==> src/rtl/mcc_pkg.sv <==
`default_nettype none

package mcc_pkg;

  // Field widths fixed by the transaction format
  localparam int unsigned CMD_W  = 2;
  localparam int unsigned IDX_W  = 12;
  localparam int unsigned DIST_W = 32;
  localparam int unsigned KEEP_W = 11;

  // Stored entry holds {train, query}
  localparam int unsigned ENTRY_W = 2 * IDX_W;

  localparam int unsigned MAX_REVERSE_ENTRIES_DEF = 1024;

  localparam logic [KEEP_W-1:0] KEEP_SAT = '1;

  typedef enum logic [CMD_W-1:0] {
    CMD_CLEAR  = 2'd0,
    CMD_APPEND = 2'd1,
    CMD_CHECK  = 2'd2,
    CMD_NONE   = 2'd3
  } cmd_t;

  // Status from the scan engine to the controller
  typedef struct packed {
    logic busy;
    logic done;
  } scan_stat_t;

endpackage

`default_nettype wire

==> src/rtl/mcc_scan.sv <==
`default_nettype none

module mcc_scan #(
  parameter int unsigned MAX_REVERSE_ENTRIES = mcc_pkg::MAX_REVERSE_ENTRIES_DEF,
  localparam int unsigned AW = $clog2(MAX_REVERSE_ENTRIES),
  localparam int unsigned CW = $clog2(MAX_REVERSE_ENTRIES + 1)
) (
  input  wire logic                            clk,
  input  wire logic                            rst,
  input  wire logic                            start,
  input  wire logic [CW-1:0]                   entry_count,
  input  wire logic [mcc_pkg::IDX_W-1:0]       key_query,
  input  wire logic [mcc_pkg::IDX_W-1:0]       key_train,
  output logic                                 rd_en,
  output logic      [AW-1:0]                   rd_addr,
  input  wire logic [mcc_pkg::ENTRY_W-1:0]     rd_data,
  output mcc_pkg::scan_stat_t                  stat,
  output logic      [mcc_pkg::KEEP_W-1:0]      hits
);

  logic [CW-1:0] issue_cnt;
  logic          active;
  logic          pend;
  logic          issuing;
  logic          match;

  assign issuing = active && (issue_cnt < entry_count);
  assign rd_en   = issuing;
  assign rd_addr = issue_cnt[AW-1:0];

  // Stored entry is {train, query}: mutual when its train equals our query and vice versa
  assign match = (rd_data[mcc_pkg::ENTRY_W-1:mcc_pkg::IDX_W] == key_query) &&
                 (rd_data[mcc_pkg::IDX_W-1:0] == key_train);

  assign stat.busy = active;
  assign stat.done = active && !issuing && !pend;

  always_ff @(posedge clk) begin
    if (rst) begin
      active <= 1'b0;
      pend   <= 1'b0;
    end else if (start) begin
      active <= 1'b1;
      pend   <= 1'b0;
    end else begin
      pend <= issuing;
      if (stat.done) begin
        active <= 1'b0;
      end
    end
  end

  always_ff @(posedge clk) begin
    if (start) begin
      issue_cnt <= '0;
      hits      <= '0;
    end else begin
      if (issuing) begin
        issue_cnt <= issue_cnt + CW'(1);
      end
      if (pend && match && (hits != mcc_pkg::KEEP_SAT)) begin
        hits <= hits + mcc_pkg::KEEP_W'(1);
      end
    end
  end

endmodule

`default_nettype wire

==> config.mk <==
export PLATFORM = sky130hd
export DESIGN_NAME = mcc_scan
export DESIGN_NICKNAME = d
export VERILOG_FILES = /design/src/rtl/mcc_pkg.sv /design/src/rtl/mcc_scan.sv
export SDC_FILE = /design/constraint.sdc
export NUM_CORES = 1
export LEC_CHECK = 0
export ABC_AREA = 0
export BUFFER_PORTS_ARGS = -buffer_cell sky130_fd_sc_hd__buf_2
export CORE_MARGIN = 2
export CORE_UTILIZATION = 42
export DETAILED_ROUTE_END_ITERATION = 12
export PLACE_DENSITY_LB_ADDON = 0.12
export SLEW_MARGIN = 25
export SYNTH_ARGS = -nofsm -noshare
export SYNTH_HDL_FRONTEND = slang
export SYNTH_SLANG_ARGS = --single-unit
==> constraint.sdc <==
create_clock -name clk -period 2.5 [get_ports clk]
set_clock_uncertainty 0.15 [all_clocks]
set_input_delay 0.375 -clock clk [delete_from_list [all_inputs] [get_ports clk]]
set_output_delay 0.375 -clock clk [all_outputs]
set_load 0.005 [all_outputs]
==> flow_summary_export.csv, run 1 <==
group,metric,value,unit
detailed_routing,top_layer,"met4",
synth,synth_top_cell_by_area,"dfxtp_1",
layout,fin_nets,384,
layout,antenna_cells,0,
cts,cts_buffers,3,
synth,synthTopCellsByArea,"dfxtp_1 (26%), xnor2_1 (12%), ha_1 (8.2%)",
cts,clkTransAtPathRegs,0.09,ns
global_route,grt_pass1_wl,7.20,mm
pwr,power,0.000892,W
sta,fin_crit_sh,0.995,
worst_setup_path,crit_chain,"ha_1, o211ai_1, o31ai_2, o2111a_2, nor3_4, nor3b_2, buf_2",
synth,ys_seq_elements,24,
sta,setup_viol,0,
worst_setup_path,worst_path_max_delay_cell,"dfxtp_2",
pwr,vdd_drop_max,214,uV
cts,clockBufferDepth,2,
floorplan,initial_core_util,0.446,
status,status,"finished, final reports clean",
placed_design,place_inst,348,
detailed_routing,routed-wl-met2,2.04,mm
sta,drv_slew,0,
global_route,track_usage,0.178,
synth,yosys_warnings,0,
synth,syn_area,1820,sq um
worst_setup_path,regToRegStartpoint,"issue_cnt[6]$_SDFFE_PP0P_",
worst_setup_path,crit_buf_inv,1,
synth,synthAdderAreaFrac,0.0823,
pwr,cellPowerDensity,356,nW/um^2
layout,drive_gt1_frac,0.430,
pwr,p_sw,0.000204,W
worst_setup_path,timing.rr.end,"issue_cnt[6]$_SDFFE_PP0P_",
pwr,pwr-share-clk,0.387,
pwr,pwr-share-comb,0.172,
synth,seq_area_frac_synth,0.263,
detailed_routing,wl_met1,1.98,mm
synth,syn-num-nets,290,
detailed_routing,ant_nets,0,
worst_setup_path,cp_top_family,"compound AO/OA/AOI/OAI gates",
synth,synth-xor-area-share,0.134,
sta,worst_slew_pin_slew,0.583,ns
sta,fin_ws,0.0127,ns
synth,synth-simple-area-share,0.296,
worst_setup_path,cp.required,1.98,ns
hold_path,holdPathEnd,"pend$_SDFF_PP0_",
synth,yosysMostFrequentCell,"xnor2_1",
detailed_routing,drt_iter0_markers,49,
synth,synth_edf_count,0,
floorplan,num_rows,23,
synth,ys_top_cells_by_count,"xnor2_1 (25), dfxtp_1 (24), nor2_1 (16)",
sta,max-slew-margin-rel,0.611,
cts,cts_root_buffer,"clkbuf_8",
synth,synth_compound_gate_area_share,0.0967,
layout,fill_cells,382,
floorplan,io_pins,86,
synth,ys.flop_type,"dfxtp_1",
synth,post_synth_inst_count,216,
hold_path,min_path_cells,2,
hold_path,hp-start,"rst",
detailed_routing,wl,4.30,mm
detailed_routing,met3_length,228,um
placed_design,dp_hpwl,3.40,mm
synth,ys_async_sr_fraction,0,
detailed_routing,avgRoutedWirePerCell,12.0,um
sta,fmax,402,MHz
synth,synth.distinct_cells,39,
synth,synth_area_per_cell,8.45,sq um
worst_setup_path,rrSetupSlack,0.10,ns
synth,muxShareOfSynthArea,0.0480,
worst_setup_path,crit_fanout,4,
pwr,power_frac_seq,0.440,
floorplan,die_y,69.9,um
layout,final-seq-area,484,sq um
cts,htree_levels,1,
cts,clkLatencyLatePin,0.27,ns
hold_path,holdCritPathClass,"input pin to register",
floorplan,die_area,4890,sq um
synth,synth_top_family_by_area,"simple AND/OR/NAND/NOR gates",
layout,area_growth,37.2,%
placed_design,placed_area,2310,sq um
layout,multiInputGateArea,1260,sq um
pwr,p_leak,1.18,nW
cts,clock_sinks,24,
detailed_routing,detailroute.via_count,1803,
sta,hold_viol,0,
worst_setup_path,start_kind,"register",
worst_setup_path,path_class,"register to primary output",
sta,hold_ws,0.120,ns
detailed_routing,drc,0,
layout,layout.cells.non_filler,359,
worst_setup_path,slowest_delay,0.35,ns
placed_design,io_buffers,85,
global_route,grt_pass1_vias,1680,
synth,synth_top_area_share,0.263,
global_route,grt_max_degree,36,
global_route,grt_antenna_before_repair,0,
detailed_routing,vias_per_cell,5.02,
pwr,power.internal,0.000688,W
placed_design,gp_congestion,0.816,
global_route,globalRouteOverflowTotal,0,
cts,cts_hold_buf,0,
sta,grt_setup_unrepaired,"true",
floorplan,core-area,4090,sq um
worst_setup_path,end_kind,"primary output",
placed_design,post-place-ws,-0.0777,ns
worst_setup_path,worstPathArrival,1.96,ns
sta,finalWorstPathRequiredPeriod,2.49,ns
layout,fin_area,2500,sq um
worst_setup_path,r2r_cells,9,
floorplan,dieWidth,69.9,um
pwr,p_sw_frac,0.229,
job,maxCapViolCount,0,
detailed_routing,drt_first_pass_iters,4,
cts,tritoncts,"done",
-- final cells by class --
| class | count | share of cell area |
|---|---|---|
| sequential | 24 | 0.193 |
| inverter | 11 | 0.0165 |
| clock buffer | 3 | 0.0165 |
| timing repair buffer | 105 | 0.233 |
| clock inverter | 1 | 0.0120 |
| multi-input combinational | 165 | 0.504 |
| tap | 50 | 0.0250 |
-- kinds of logic (layout without fill, tap and decap cells) --
kind of cell	count (synthesis)	after routing
flip-flops	24	24
multiplexers	8	8
XOR/XNOR	28	28
adder cells (fa/ha/maj)	12	12
AND/OR/NAND/NOR	91	91
AO/OA/AOI/OAI	26	26
buffers and inverters	27	120
-- worst max path at each step --
stage	depth (start not counted)	slack (ns)	endpoint	startpoint
floorplan	8	0.07	issue_cnt[10]$_SDFFE_PP0P_	entry_count[9]
CTS	8	-0.0001	stat[0]	issue_cnt[6]$_SDFFE_PP0P_
global route	8	-0.06	stat[0]	issue_cnt[6]$_SDFFE_PP0P_
detailed placement	10	-0.08	issue_cnt[6]$_SDFFE_PP0P_	entry_count[6]
finish	7	0.01	stat[0]	issue_cnt[4]$_SDFFE_PP0P_
global placement	9	-0.03	rd_en	entry_count[6]
-- repair_timing --
item	in CTS	in global routing
pin swaps	6	7
setup buffers	4	3
setup endpoints to repair	2	6
resized for setup	9	5
-- flip-flops by register name, summed over array words and instances, names as in the netlist --
register / cells
active: 1
issue_cnt: 11
hits: 11
pend: 1
-- per-layer routing --
metal,up-vias,global-route usage
li1,941,-
met1,798,0.228
met2,60,0.304
met3,4,0.0289
met4,0,0.0577
met5,-,0
-- layout by cell type, fill, tap and decap left out, types with 8 or more instances in the layout --
master	netlist	layout
a21oi_1	10	9
buf_2	1	85
buf_4	11	18
dfxtp_1	24	21
ha_1	12	10
inv_1	11	11
nand2_1	11	11
nand3_1	10	10
nand4_1	9	9
nor2_1	16	16
nor2b_1	11	11
o21ai_0	8	8
xnor2_1	25	25
-- through the flow --
stage	util	setup TNS [ns]
6_report	0.613	0
5_1_grt	0.613	-0.0562
4_1_cts	0.598	-0.000103
3_5_place_dp	0.565	-0.253
3_3_place_gp	0.565	-0.0499
2_1_floorplan	-	0
-- power groups by stage --
| stage | Sequential, W | Clock (W) | Combinational [W] |
|---|---|---|---|
| detailed placement | 0.000402 | 0 | 0.000146 |
| floorplan | 0.000401 | 0 | 0.0000793 |
| global route | 0.000394 | 0.000371 | 0.000170 |
| finish | 0.000393 | 0.000346 | 0.000154 |
| CTS | 0.000393 | 0.000355 | 0.000150 |
| global placement | 0.000402 | 0 | 0.000144 |
No activity file was read; power rests on OpenSTA's default activity.
==> run 2, diff against run 1 <==
--- a/config.mk
+++ b/config.mk
@@ -8,7 +8,7 @@
 export ABC_AREA = 0
 export BUFFER_PORTS_ARGS = -buffer_cell sky130_fd_sc_hd__buf_2
 export CORE_MARGIN = 2
-export CORE_UTILIZATION = 42
+export CORE_UTILIZATION = 50
 export DETAILED_ROUTE_END_ITERATION = 12
 export PLACE_DENSITY_LB_ADDON = 0.12
 export SLEW_MARGIN = 25
==> constraint.sdc (replaced) <==
create_clock -name clk -period 2.9 [get_ports clk]
set_clock_uncertainty 0.15 [all_clocks]
set_input_delay 0 -clock clk [delete_from_list [all_inputs] [get_ports clk]]
set_output_delay 0 -clock clk [all_outputs]
set_load 0.005 [all_outputs]
==> run 2 against run 1 <==
Design area shrank 9.4%. Combinational power shrank 21%. Clock-buffer cell count is the same. Routed wire length shrank 8.6%. Clock power shrank 29%. Cell count shrank 6.4%. Sequential cell count is the same. First-iteration DRC count grew 47%. Critical path type unchanged. Critical endpoint is now rd_en. Total power shrank 21%.
==> flow_summary_export.csv, run 2 (synthesized netlist as in run 1, its figures left out) <==
group,metric,value,unit
detailed_routing,vias_per_cell,5.18,
worst_setup_path,crit_buf_inv,1,
cts,clkLatencyLatePin,0.32,ns
global_route,grt_pass1_vias,1543,
layout,fin_area,2270,sq um
worst_setup_path,crit_chain,"ha_1, a21o_1, a21oi_1, o31ai_1, o2111a_2, nor3_2, buf_2",
sta,grt_setup_unrepaired,"false",
worst_setup_path,cp_top_family,"compound AO/OA/AOI/OAI gates",
detailed_routing,drt_first_pass_iters,4,
global_route,track_usage,0.195,
worst_setup_path,worst_path_max_delay_cell,"dfxtp_1",
pwr,p_leak,1.07,nW
worst_setup_path,slowest_delay,0.43,ns
sta,hold_ws,0.00888,ns
cts,clkTransAtPathRegs,0.14,ns
placed_design,dp_hpwl,3.20,mm
layout,area_growth,24.3,%
worst_setup_path,cp.required,2.75,ns
layout,reg.largest.list,"hits: 11 flops, issue_cnt: 11 flops",
floorplan,dieWidth,64.4,um
layout,layout_commonest_cell,"buf_2",
floorplan,num_rows,21,
pwr,vdd_drop_max,295,uV
cts,cts_resized,0,
worst_setup_path,worstPathArrival,2.32,ns
detailed_routing,wl,3.93,mm
sta,fin_crit_sh,0.851,
cts,tritoncts,"done",
floorplan,initial_core_util,0.534,
layout,fin_nets,365,
worst_setup_path,start_kind,"register",
sta,hold_viol,0,
detailed_routing,drc,0,
floorplan,die_area,4150,sq um
layout,antenna_cells,0,
floorplan,io_pins,86,
placed_design,gp_congestion,0.824,
layout,drive_gt1_frac,0.355,
status,status,"finished, final reports clean",
sta,fmax,405,MHz
sta,finalWorstPathRequiredPeriod,2.47,ns
sta,drv_slew,0,
global_route,globalRouteOverflowTotal,0,
cts,clockBufferDepth,2,
pwr,cellPowerDensity,311,nW/um^2
cts,cts_root_buffer,"clkbuf_4",
floorplan,die_y,64.4,um
cts,postCtsSetupBuffers,0,
global_route,grt_antenna_before_repair,0,
detailed_routing,ant_nets,0,
layout,mostFrequentLayoutCells,"buf_2 (85), xnor2_1 (25), dfxtp_1 (24), nor2_1 (16), ha_1 (12)",
cts,clock_sinks,24,
detailed_routing,detailroute.via_count,1742,
cts,cts_buffers,3,
worst_setup_path,rrSetupSlack,0.45,ns
placed_design,io_buffers,85,
worst_setup_path,end_kind,"primary output",
global_route,grt_pass1_wl,6.65,mm
detailed_routing,drt_iter0_markers,72,
floorplan,core-area,3420,sq um
placed_design,placed_area,2200,sq um
detailed_routing,avgRoutedWirePerCell,11.7,um
cts,htree_levels,1,
worst_setup_path,path_class,"register to primary output",
hold_path,holdCritPathClass,"input pin to register",
global_route,grt_max_degree,36,
job,maxCapViolCount,0,
sta,setup_tns,0,ns
worst_setup_path,crit_fanout,16,
sta,setup_viol,0,
sta,worst_slew_pin_slew,0.592,ns
sta,max-slew-margin-rel,0.605,
## run 2: per-stage QoR
step	instances	setup slack (ns)	utilization	power [W]
2_1_floorplan	216	0.561	-	0.000414
3_3_place_gp	331	0.570	0.645	0.000466
3_5_place_dp	331	0.493	0.645	0.000469
4_1_cts	336	0.430	0.664	0.000712
5_1_grt	336	0.260	0.664	0.000738
6_report	336	0.431	0.664	0.000705
## run 2: power by group
part	total, W	switching [W]	internal, W	leakage, nW
combinational	0.000122	0.0000517	0.0000701	0.844
sequential	0.000340	0.00000588	0.000334	0.194
clock	0.000244	0.000104	0.000140	0.0279
## run 2: final timing paths
kind / startpoint / end / depth (start not counted)
setup / recovery: issue_cnt[6]$_SDFFE_PP0P_ / rd_en / 7
hold / removal: start / hits[3]$_SDFFE_PP0P_ / 2
setup reg to reg: issue_cnt[6]$_SDFFE_PP0P_ / issue_cnt[2]$_SDFFE_PP0P_ / 7
hold reg to reg: pend$_SDFF_PP0_ / active$_SDFFE_PP0P_ / 1
## run 2: repair_timing
action	in CTS	in global routing
endpoints found under the hold margin	2	0
hold buffers	1	0
setup endpoints to repair	0	0
## run 2: final cells by class
cell class	instances	area, sq um
timing repair buffer	86	435
sequential	24	480
tap	46	57.6
multi-input combinational	165	1200
fill	315	1150
inverter	11	41.3
clock buffer	3	22.5
clock inverter	1	30.0
## run 2: metal layers
metal | track usage | share of wire
met1 | 0.262 | 0.47
met2 | 0.322 | 0.47
met3 | 0.0440 | 0.052
met4 | 0.0372 | 0.0079
met5 | 0 | 0
